===== src/sv/cell_group_pec_check_min_max_macros.svh =====
// ---------------------------------------------------------------------------
// Assertion macros for the cell group check and min / max tracker
// Both macros check a property on the rising clock edge and are switched off
// while reset is high.
// ---------------------------------------------------------------------------
`ifndef CELL_GROUP_PEC_CHECK_MIN_MAX_MACROS_SVH
`define CELL_GROUP_PEC_CHECK_MIN_MAX_MACROS_SVH

`ifndef NO_ASSERTIONS

// Same-cycle implication
`define CGPMM_ASSERT_IMPLIES(label, clk, rst, ante, cons) \
   label: assert property (@(posedge clk) disable iff (rst) (ante) |-> (cons)) \
      else $error("cell group tracker: assertion failed");

// Next-cycle implication
`define CGPMM_ASSERT_NEXT(label, clk, rst, ante, cons) \
   label: assert property (@(posedge clk) disable iff (rst) (ante) |=> (cons)) \
      else $error("cell group tracker: assertion failed");

`else

`define CGPMM_ASSERT_IMPLIES(label, clk, rst, ante, cons)
`define CGPMM_ASSERT_NEXT(label, clk, rst, ante, cons)

`endif

`endif


===== src/sv/cgpmm_pkg.sv =====
// ---------------------------------------------------------------------------
// Cell group tracker package
// Constants, types and elaboration-time CRC tables for the cell group
// check and min / max / total tracker.
// ---------------------------------------------------------------------------
`timescale 1ns / 1ps

package cgpmm_pkg;

   // Chain and frame geometry
   localparam int NUM_MONITORS = 6;
   localparam int DATA_BYTES   = 6;
   localparam int DATA_BITS    = 8 * DATA_BYTES;
   localparam int CELLS_PER_GROUP = 3;

   // 15-bit CRC (bytewise form, result shifted left by one)
   localparam logic [15:0] CRC_POLY = 16'h4599;
   localparam logic [15:0] CRC_TOP  = 16'h4000;
   localparam logic [15:0] CRC_SEED = 16'd16;

   // Cell counts
   localparam logic [3:0] CELLS_MAX      = 4'd12;
   localparam logic [3:0] CELLS_EVEN_RST = 4'd12;
   localparam logic [3:0] CELLS_ODD_RST  = 4'd9;

   // Total saturates at the top of its 22-bit range
   localparam logic [21:0] SUM_MAX = 22'h3F_FFFF;

   // Register indexes of the configuration port
   typedef enum logic [1:0] {
      CSR_CELLS_EVEN = 2'd0,
      CSR_CELLS_ODD  = 2'd1
   } csr_index_type;

   // One extreme (code and where it sits)
   typedef struct packed {
      logic [15:0] code;
      logic [2:0]  monitor;
      logic [3:0]  cell_pos;
   } extreme_type;

   // Scan trackers
   typedef struct packed {
      extreme_type low;
      extreme_type high;
      logic [21:0] total;
   } tracker_type;

   localparam tracker_type TRACKER_CLEAR = '{
      low:   '{code: 16'hFFFF, monitor: 3'd0, cell_pos: 4'd0},
      high:  '{code: 16'h0000, monitor: 3'd0, cell_pos: 4'd0},
      total: 22'd0
   };

   typedef logic [DATA_BITS-1:0][15:0] crc_cols_type;

   // One entry of the bytewise CRC table
   function automatic logic [15:0] crc_table_entry(logic [7:0] idx);
      logic [15:0] r;
      r = {1'b0, idx, 7'b0};
      for (int b = 0; b < 8; b++) begin
         if ((r & CRC_TOP) != 16'd0) begin
            r = (r << 1) ^ CRC_POLY;
         end else begin
            r = r << 1;
         end
      end
      return r;
   endfunction

   // Bytewise CRC over the data bytes, byte zero first
   function automatic logic [15:0] crc_serial(logic [DATA_BITS-1:0] bytes);
      logic [15:0] r;
      logic [7:0]  a;
      r = CRC_SEED;
      for (int i = 0; i < DATA_BYTES; i++) begin
         a = r[14:7] ^ bytes[8*i +: 8];
         r = (r << 8) ^ crc_table_entry(a);
      end
      return r << 1;
   endfunction

   // Contribution of each data bit; the CRC is linear over GF(2)
   function automatic crc_cols_type crc_columns();
      crc_cols_type cols;
      for (int i = 0; i < DATA_BITS; i++) begin
         cols[i] = crc_serial(DATA_BITS'(1) << i) ^ crc_serial('0);
      end
      return cols;
   endfunction

   localparam logic [15:0]  CRC_ZERO = crc_serial('0);
   localparam crc_cols_type CRC_COLS = crc_columns();

endpackage


===== src/sv/cell_group_pec_check_min_max.sv =====
// An accepted frame passes the input register and then the result register on its
// way to rsp_tdata; a full result register waiting on rsp_tready holds it in between.
// Throughput: one frame per cycle while rsp_tready keeps up; the input register and
// the result register let a new frame in while a finished result waits on rsp_tready.
// The tracker update (three cascaded strict compares per extreme and one clamped sum)
// sits between those two registers. csr_ready is always high.
// Reset: trackers clear (lowest code all ones), cell counts go to 12 and 9.
// ---------------------------------------------------------------------------
// Cell group CRC check and min / max / total tracker
// Checks the 15-bit CRC of each six-byte register group, unpacks three cell
// codes and tracks the scan total, minimum and maximum with their locations.
// ---------------------------------------------------------------------------
`timescale 1ns / 1ps
`include "cell_group_pec_check_min_max_macros.svh"

module cell_group_pec_check_min_max #(
   parameter int NUM_MONITORS = cgpmm_pkg::NUM_MONITORS
) (
   input  logic        clock,
   input  logic        reset,
   // input frames
   input  logic        req_tvalid,
   output logic        req_tready,
   input  logic [63:0] req_tdata,  // group_bytes[47:0], check_bytes[63:48]
   input  logic [5:0]  req_tuser,  // monitor_index[2:0], group_index[4:3], scan_start[5]
   input  logic        req_tlast,  // scan_end
   // results
   output logic        rsp_tvalid,
   input  logic        rsp_tready,
   output logic [71:0] rsp_tdata,  // lowest_code[15:0], lowest_monitor[18:16],
                                   // lowest_cell[22:19], highest_code[38:23],
                                   // highest_monitor[41:39], highest_cell[45:42],
                                   // total_code[67:46], zero[71:68]
   output logic        rsp_tuser,  // crc_ok
   output logic        rsp_tlast,  // scan_done
   // configuration
   input  logic        csr_valid,
   output logic        csr_ready,
   input  logic [1:0]  csr_index,
   input  logic [3:0]  csr_data
);

   // Configuration registers
   logic [3:0] cells_even_ff;
   logic [3:0] cells_odd_ff;

   // Input register
   logic        s1_valid_ff;
   logic [47:0] s1_bytes_ff;
   logic [15:0] s1_check_ff;
   logic [2:0]  s1_mon_ff;
   logic [1:0]  s1_grp_ff;
   logic        s1_start_ff;
   logic        s1_end_ff;

   // Trackers and result register
   cgpmm_pkg::tracker_type tracker_ff;
   cgpmm_pkg::tracker_type tracker_in;
   logic                   rsp_valid_ff;
   cgpmm_pkg::tracker_type rsp_result_ff;
   logic                   rsp_crc_ok_ff;
   logic                   rsp_last_ff;

   logic        s2_take;
   logic        advance;
   logic        crc_ok_in;
   logic [15:0] crc_calc;

   // Handshakes
   assign s2_take    = !rsp_valid_ff || rsp_tready;
   assign advance    = s1_valid_ff && s2_take;
   assign req_tready = !s1_valid_ff || s2_take;
   assign csr_ready  = 1'b1;

   // Configuration writes
   always_ff @(posedge clock) begin
      if (reset) begin
         cells_even_ff <= cgpmm_pkg::CELLS_EVEN_RST;
         cells_odd_ff  <= cgpmm_pkg::CELLS_ODD_RST;
      end else if (csr_valid) begin
         case (csr_index)
            cgpmm_pkg::CSR_CELLS_EVEN: begin
               cells_even_ff <= csr_data;
            end
            cgpmm_pkg::CSR_CELLS_ODD: begin
               cells_odd_ff <= csr_data;
            end
            default: begin
            end
         endcase
      end
   end

   // Input register
   always_ff @(posedge clock) begin
      if (reset) begin
         s1_valid_ff <= 1'b0;
      end else if (req_tready) begin
         s1_valid_ff <= req_tvalid;
      end
   end

   always_ff @(posedge clock) begin
      if (req_tready && req_tvalid) begin
         s1_bytes_ff <= req_tdata[47:0];
         s1_check_ff <= req_tdata[63:48];
         s1_mon_ff   <= req_tuser[2:0];
         s1_grp_ff   <= req_tuser[4:3];
         s1_start_ff <= req_tuser[5];
         s1_end_ff   <= req_tlast;
      end
   end

   // CRC: XOR of per-bit columns on top of the all-zero frame value
   always_comb begin
      crc_calc = cgpmm_pkg::CRC_ZERO;
      for (int i = 0; i < cgpmm_pkg::DATA_BITS; i++) begin
         if (s1_bytes_ff[i]) begin
            crc_calc = crc_calc ^ cgpmm_pkg::CRC_COLS[i];
         end
      end
   end

   assign crc_ok_in = (crc_calc == s1_check_ff);

   // Tracker update for the three cells of the frame
   always_comb begin
      cgpmm_pkg::tracker_type base;
      logic [3:0]  count;
      logic [3:0]  cell_base;
      logic [3:0]  cell_pos;
      logic [15:0] code;
      logic [23:0] sum_wide;
      logic        mon_ok;

      base = s1_start_ff ? cgpmm_pkg::TRACKER_CLEAR : tracker_ff;
      count = s1_mon_ff[0] ? cells_odd_ff : cells_even_ff;
      if (count > cgpmm_pkg::CELLS_MAX) begin
         count = cgpmm_pkg::CELLS_MAX;
      end
      mon_ok    = (5'(s1_mon_ff) < 5'(NUM_MONITORS));
      cell_base = {1'b0, s1_grp_ff, 1'b0} + {2'b00, s1_grp_ff};

      tracker_in = base;
      sum_wide   = {2'b00, base.total};
      for (int k = 0; k < cgpmm_pkg::CELLS_PER_GROUP; k++) begin
         cell_pos = cell_base + 4'(k);
         code     = s1_bytes_ff[16*k +: 16];
         if (mon_ok && (cell_pos < count)) begin
            sum_wide = sum_wide + {8'b0, code};
            if (code < tracker_in.low.code) begin
               tracker_in.low.code     = code;
               tracker_in.low.monitor  = s1_mon_ff;
               tracker_in.low.cell_pos = cell_pos;
            end
            if (code > tracker_in.high.code) begin
               tracker_in.high.code     = code;
               tracker_in.high.monitor  = s1_mon_ff;
               tracker_in.high.cell_pos = cell_pos;
            end
         end
      end
      // Codes are non-negative, so one clamp equals clamping after each add
      if (sum_wide > {2'b00, cgpmm_pkg::SUM_MAX}) begin
         tracker_in.total = cgpmm_pkg::SUM_MAX;
      end else begin
         tracker_in.total = sum_wide[21:0];
      end
   end

   // Trackers move only when a frame passes into the result register
   always_ff @(posedge clock) begin
      if (reset) begin
         tracker_ff <= cgpmm_pkg::TRACKER_CLEAR;
      end else if (advance) begin
         tracker_ff <= tracker_in;
      end
   end

   // Result register
   always_ff @(posedge clock) begin
      if (reset) begin
         rsp_valid_ff <= 1'b0;
      end else if (s2_take) begin
         rsp_valid_ff <= s1_valid_ff;
      end
   end

   always_ff @(posedge clock) begin
      if (advance) begin
         rsp_result_ff <= tracker_in;
         rsp_crc_ok_ff <= crc_ok_in;
         rsp_last_ff   <= s1_end_ff;
      end
   end

   // Result packing
   assign rsp_tvalid = rsp_valid_ff;
   assign rsp_tuser  = rsp_crc_ok_ff;
   assign rsp_tlast  = rsp_last_ff;
   assign rsp_tdata  = {4'b0000,
                        rsp_result_ff.total,
                        rsp_result_ff.high.cell_pos,
                        rsp_result_ff.high.monitor,
                        rsp_result_ff.high.code,
                        rsp_result_ff.low.cell_pos,
                        rsp_result_ff.low.monitor,
                        rsp_result_ff.low.code};

   // Assertions
   `CGPMM_ASSERT_IMPLIES(a_min_le_max, clock, reset, 1'b1,
      (tracker_ff.low.code <= tracker_ff.high.code) ||
      ((tracker_ff.low.code == 16'hFFFF) && (tracker_ff.high.code == 16'h0000)))
   `CGPMM_ASSERT_IMPLIES(a_cell_range, clock, reset, 1'b1,
      (tracker_ff.low.cell_pos <= 4'd11) && (tracker_ff.high.cell_pos <= 4'd11))
   `CGPMM_ASSERT_NEXT(a_track_hold, clock, reset, !advance, $stable(tracker_ff))

endmodule


===== config.mk =====
export PLATFORM = sky130hd
export DESIGN_NAME = cell_group_pec_check_min_max
export DESIGN_NICKNAME = d
export VERILOG_FILES = /design/src/sv/cgpmm_pkg.sv /design/src/sv/cell_group_pec_check_min_max.sv
export VERILOG_INCLUDE_DIRS = /design/src /design/src/sv
export SDC_FILE = /design/constraint.sdc
export NUM_CORES = 1
export LEC_CHECK = 0
export BUFFER_PORTS_ARGS = -buffer_cell sky130_fd_sc_hd__buf_2
export CORE_ASPECT_RATIO = 1.2
export CORE_MARGIN = 2
export CORE_UTILIZATION = 35
export CTS_CLUSTER_SIZE = 16
export DETAILED_ROUTE_END_ITERATION = 16
export PLACE_DENSITY = 0.48
export SLEW_MARGIN = 20
export SYNTH_ARGS = -nofsm -noshare
export SYNTH_HDL_FRONTEND = slang
export SYNTH_SLANG_ARGS = --single-unit

===== constraint.sdc =====
create_clock -name clock -period 14.9 [get_ports clock]
set_input_delay 0.745 -clock clock [delete_from_list [all_inputs] [get_ports clock]]
set_output_delay 0.745 -clock clock [all_outputs]
set_load 0.005 [all_outputs]

; ---- After elaboration in Yosys (flattened, before gate mapping)
; Index checks and enable logic that the tools add are counted.
[totals]
output_inout_bits = 77
elab_cells = 169
ff_bits = 219
inputBits = 82
[op_classes]
magnitude_cmp = 12
n_bitwise = 47
add_sub_neg = 6
eq_ne = 2
reduce_logical = 12
mux = 64
[ops]
columns = operator, n
row1 = $mux W16, 23
row2 = $not A9 Y9, 25
row3 = $mux W15, 12
row4 = $mux W23, 7
row5 = $mux W46, 3
row6 = $mux W14, 6
row7 = $not A7 Y7, 11
row8 = $mux W68, 1
row9 = $mux W13, 4
row10 = $not A5 Y5, 10
row11 = $add A24 B16 Y24, 2
row12 = $gt A16 B16 Y1, 3
row13 = $lt A16 B16 Y1, 3
row14 = $mux W24, 2
row15 = $gt A24 B22 Y1 const B, 1
row16 = $mux W12, 2
row17 = $add A22 B16 Y23, 1
row18 = $mux W22, 1
row19 = $eq A16 B16 Y1, 1
row20 = $not A13 Y13, 1
row21 = $lt A4 B4 Y1, 3
row22 = $mux W11, 1
row23 = $mux W4, 2
row24 = $logic_and A1 B1 Y1, 5
row25 = other kinds (10), 13

; ---- Logic depth before layout (Yosys ltp)
[logic_depth]
word_depth = 96
ltp_mapped = 40
ltp_nobuf = 34

; ---- Worst setup path after synthesis
; OpenSTA, ideal clock, no wires.
[synth_timing]
kind = flip-flop to flip-flop
start = reg s1_grp_ff[0]
end = reg tracker_ff[25] (netlist name)
required_ps = 14829
setup_slack_ps = 7044
stages_incl_launch_ff = 39
setup_time_ps = 71
arrival_time_ps = 7786
path_cell_list = edfxtp_1 -> buf_2 -> inv_1 -> ha_1 -> clkbuf_1 -> inv_1 -> ha_1 -> a21o_1 -> o311a_1 -> nor2_1 -> buf_2 -> o221ai_1 -> nor2_1 -> buf_2 -> mux2_2 -> ha_1 -> nor2b_1 -> o21a_1 -> [3 not listed] -> o21ai_0 -> a311o_1 -> clkbuf_1 -> clkbuf_1 -> nand2_1 -> o21ai_0 -> ha_1 -> a21o_1 -> a21o_1 -> a21oi_1 -> nor2b_1 -> o21ai_0 -> o211ai_1 -> o21a_1 -> nor3b_1 -> nor3_1 -> or3_1 -> a21oi_1
[synth_between]
elab_chain_len = 10
elab_cells_between_ends = 17
classes_between = add/sub (3) / order compare (5) / mux (6) / reduce/logical (3)
[synth_rtl]
columns = element, line_no
row1 = "start, declared", cell_group_pec_check_min_max.sv:52  ; logic [1:0] s1_grp_ff;
row2 = "start signal, assigned", cell_group_pec_check_min_max.sv:108  ; s1_grp_ff <= req_tuser[4:3];
row3 = $add A3 B2 Y4 *, cell_group_pec_check_min_max.sv:142  ; cell_base = {1'b0, s1_grp_ff, 1'b0} + {2'b00, s1_grp_ff};
row4 = $lt A4 B4 Y1, cell_group_pec_check_min_max.sv:149  ; if (mon_ok && (cell_pos < count)) begin
row5 = $logic_and A1 B1 Y1, cell_group_pec_check_min_max.sv:149
row6 = $mux W46, cell_group_pec_check_min_max.sv:149
row7 = $gt A16 B16 Y1, cell_group_pec_check_min_max.sv:156  ; if (code > tracker_in.high.code) begin
row8 = $mux W23, cell_group_pec_check_min_max.sv:156
row9 = $mux W46, cell_group_pec_check_min_max.sv:149
row10 = $gt A16 B16 Y1, cell_group_pec_check_min_max.sv:156
row11 = $mux W23, cell_group_pec_check_min_max.sv:156
row12 = $mux W46 *, cell_group_pec_check_min_max.sv:149
row13 = "end signal, assigned", cell_group_pec_check_min_max.sv:174  ; tracker_ff <= cgpmm_pkg::TRACKER_CLEAR;
row14 = "end signal, assigned", cell_group_pec_check_min_max.sv:176  ; tracker_ff <= tracker_in;
row15 = "end, declared", cell_group_pec_check_min_max.sv:57  ; cgpmm_pkg::tracker_type tracker_ff;
; Mark *: on every way between the ends. The rest lies on a longest branch, timed or not.
; A chain may end at the register's enable or synchronous reset.

; ---- Worst setup path in the final report
[layout_timing]
start = reg s1_grp_ff[0]
end = reg tracker_ff[51] (netlist name)
[layout_between]
elab_chain_len = 10
elab_cells_between_ends = 16
classes_between = add/sub (3) / order compare (5) / mux (5) / reduce/logical (3)
[layout_rtl]
columns = element, line_no
row1 = $add A3 B2 Y4 *, cell_group_pec_check_min_max.sv:142
row2 = $lt A4 B4 Y1, cell_group_pec_check_min_max.sv:149
row3 = $logic_and A1 B1 Y1, cell_group_pec_check_min_max.sv:149
row4 = $mux W46, cell_group_pec_check_min_max.sv:149
row5 = $lt A16 B16 Y1, cell_group_pec_check_min_max.sv:151  ; if (code < tracker_in.low.code) begin
row6 = $mux W23, cell_group_pec_check_min_max.sv:151
row7 = $mux W46, cell_group_pec_check_min_max.sv:149
row8 = $lt A16 B16 Y1, cell_group_pec_check_min_max.sv:151
row9 = $mux W23, cell_group_pec_check_min_max.sv:151
row10 = $mux W46 *, cell_group_pec_check_min_max.sv:149
; Marked as above.

==> impl_metrics.yaml <==
power:
  peakVddDrop_mv: 0.105
  p_comb_share_pct: 43.5
  internal_power_mw: 1.60
  p_per_area_nw_per_um2: 136
  switching_share_pct: 38.4
  p_leak_nw: 7.65
  pwr-share-seq_pct: 29.9
  p_total_mw: 2.60
  p_clk_share_pct: 26.5
  switchingPower_mw: 0.998
floorplan:
  start_util_pct: 35.5
  die_h_um: 243
  row_count: 87
  die_w_um: 204
  ioPinCount: 159
  core_um2: 47100
  die_area_um2: 49600
sta:
  fin_setup_tns_ns: 0
  min_period_ns: 9.52
  worst_pin_slew_ns: 1.08
  drv_slew: 0
  fin_skew_ns: 0.0143
  hold_viol: 0
  fin_crit_sh_pct: 63.9
  rsz0062_at_grt: "no"
  slew_headroom_pct: 27.7
  setup_violations: 0
  max_freq_mhz: 105
placed_design:
  port-buffer-count: 153
  place_hpwl_um: 40700
  gp_congestion: 0.908
  dp.cells: 2546
run_status:
  status: "complete, no violations"
detailed_routing:
  viasPerCell: 5.40
  wl_um: 56100
  drc: 0
  avgRoutedWirePerCell_um: 21.6
  ant_nets: 0
  vias: 14005
  initialDrtViolationCount: 815
  first_pass_iters: 4
grt:
  grt_overflow: 0
  top_usage_layer: "met2"
  grt_max_degree: 80
  antenna_found_initial: 0
  use_met1_pct: 29.8
  grt_pass1_wl_um: 84100
  use_met2_pct: 37.6
  grt_util_all_layers_pct: 22.4
  gr-usage-met3_pct: 2.27
  grt_pass1_vias: 13743
clock_tree:
  cts_hold_buf: 0
  cts_setup_buffers: 0
  clock_latency_ns: 0.56
  post_cts_resized: 0
  clock_tree.root_cell: "clkbuf_16"
  clkSlewWorstSetupHoldPaths_ns: 0.06
  clockBufferDepth: 3
  clock_sinks: 219
  cts_max_level: 1
  numCtsBuffers: 26
  cts_tree: "done"
flow_run:
  cap_violations: 0
cells_and_area:
  area_growth_pct: 14.4
  layout_common_cells: "xnor2_1 (193), nand2_1 (170), nor2_1 (166), ha_1 (154), buf_2 (153)"
  antenna_cells: 0
  post-route-util_pct: 40.6
  fin_nets: 2190
  stdcell_count: 2594
  drive_gt1_share_pct: 16.0
  final_common_cell: "xnor2_1"
synth:
  yosysSeqAreaShare_pct: 34.6
  synth-edff-count: 141
  synth_top_area_share_pct: 25.3
  synthesis.area_um2: 16700
  synth.distinct_cells: 83
  postSynthAreaPerCell_um2: 9.19
  yosys_warnings: 0
  ys.flop_type: "edfxtp_1"
  ys_async_sr_fraction_pct: 0
  yosys.area.top_type: "edfxtp_1"
  synth_seq_cells: 219
  syn_inst: 1820
  yosys-top-cells-area: "edfxtp_1 (25%), ha_1 (12%), xnor2_1 (10%)"
critical_path:
  path_max_fanout: 34
  startpoint_type: "register"
  worstSetupPathType: "register to register"
  cp-end-kind: "register"
  required_ns: 15.39
  r2r_setup_slack_ns: 5.38
  worstPathArrival_ns: 10.00
min_path:
  hold_path.class: "input pin to register"
-- Yosys cell counts (25+ instances only) --
master	instances
a21oi_1	110
nor3_1	43
mux2_2	25
edfxtp_1	141
nor2_1	167
inv_1	54
o21ai_0	119
nor2b_1	34
clkbuf_1	68
o21a_1	36
a21o_1	47
dfxtp_1	78
nand2_1	170
xor2_1	39
xnor2_1	193
ha_1	154
-- critical path, stage by stage, from the launching register on --
cell	delay [ns]
edfxtp_1	0.62
inv_1	0.25
ha_1	0.53
inv_1	0.18
ha_1	0.24
a21o_1	0.21
o311a_1	0.35
a311oi_2	0.36
nand2_1	0.71
o21ai_0	0.53
ha_1	0.33
a21o_1	0.19
a21o_1	0.17
a21oi_1	0.14
o21ai_0	0.11
a2111oi_2	0.61
nor2b_2	0.41
buf_4	0.37
nor2_1	0.10
a21oi_1	0.28
ha_1	0.20
nand4_1	0.12
or3_1	0.43
o41ai_4	0.78
nand3_1	0.52
o21ai_1	0.48
a32oi_1	0.09
nor2_1	0.11
-- path summary, 6_finish.rpt --
path | to | depth (start not counted) | startpoint
max | tracker_ff[51]$_SDFFE_PP0P_ | 27 | s1_grp_ff[0]$_DFFE_PP_
min | s1_bytes_ff[38]$_DFFE_PP_ | 1 | req_tdata[38]
max reg2reg | tracker_ff[51]$_SDFFE_PP0P_ | 27 | s1_grp_ff[0]$_DFFE_PP_
min reg2reg | rsp_tlast$_DFFE_PP_ | 0 | s1_end_ff$_DFFE_PP_
-- kinds of logic (layout without fill, tap and decap cells) --
kind of cell    count (synthesis)  count (layout)  share of synthesized area, %
compound gates                488             488                          20.5
xor+xnor                      232             232                          12.1
fa+ha+maj                     157             157                          11.9
buf+inv                       151             299                          3.78
flops                         219             219                          34.6
mux                            38              38                          2.46
other cells                     2               5                        0.0449
simple gates                  533             533                          14.5
-- area by class of cell --
cell class	instances	area, um2
clock buffers	30	697
clock inverters	18	221
fillers	4636	28000
inverters	55	211
multi-input cells	1453	10300
flip-flops and latches	219	5800
well taps	623	779
repair buffers	196	1090
-- through the flow --
| stage | hold WS, ns | instance area (um2) | setup slack (ns) |
|---|---|---|---|
| 5_1_grt | 0.328 | 19100 | 4.75 |
| 3_3_place_gp | 0.410 | 18200 | 5.62 |
| 3_5_place_dp | 0.410 | 18200 | 5.64 |
| 6_report | 0.353 | 19100 | 5.38 |
| 4_1_cts | 0.322 | 19100 | 5.57 |
| 2_1_floorplan | 0.400 | 16700 | 7.04 |
-- sequential cells by signal, summed over array words and instances, names as in the netlist --
name / cells
s1_bytes_ff: 48
s1_grp_ff: 2
s1_mon_ff: 3
cells_even_ff: 4
rsp_tlast: 1
rsp_tuser: 1
s1_valid_ff: 1
rsp_tvalid: 1
s1_check_ff: 16
rsp_tdata: 68
cells_odd_ff: 4
tracker_ff: 68
s1_end_ff: 1
s1_start_ff: 1
-- layer usage --
metal / up-vias / wire length [um]
met1: 6718 / 25600
li1: 6864 / -
met2: 348 / 26300
met3: 75 / 2300
met4: 0 / 1950
met5: - / 0
-- power by group through the flow --
stage          clock network (mW)  registers, mW  logic, mW
3_3_place_gp                    0          0.792       1.12
4_1_cts                     0.712          0.779       1.13
2_1_floorplan                   0          0.781      0.835
3_5_place_dp                    0          0.792       1.13
6_report                    0.690          0.779       1.13
5_1_grt                     0.733          0.785       1.26
Note: power is estimated with default switching activity, not from simulation.
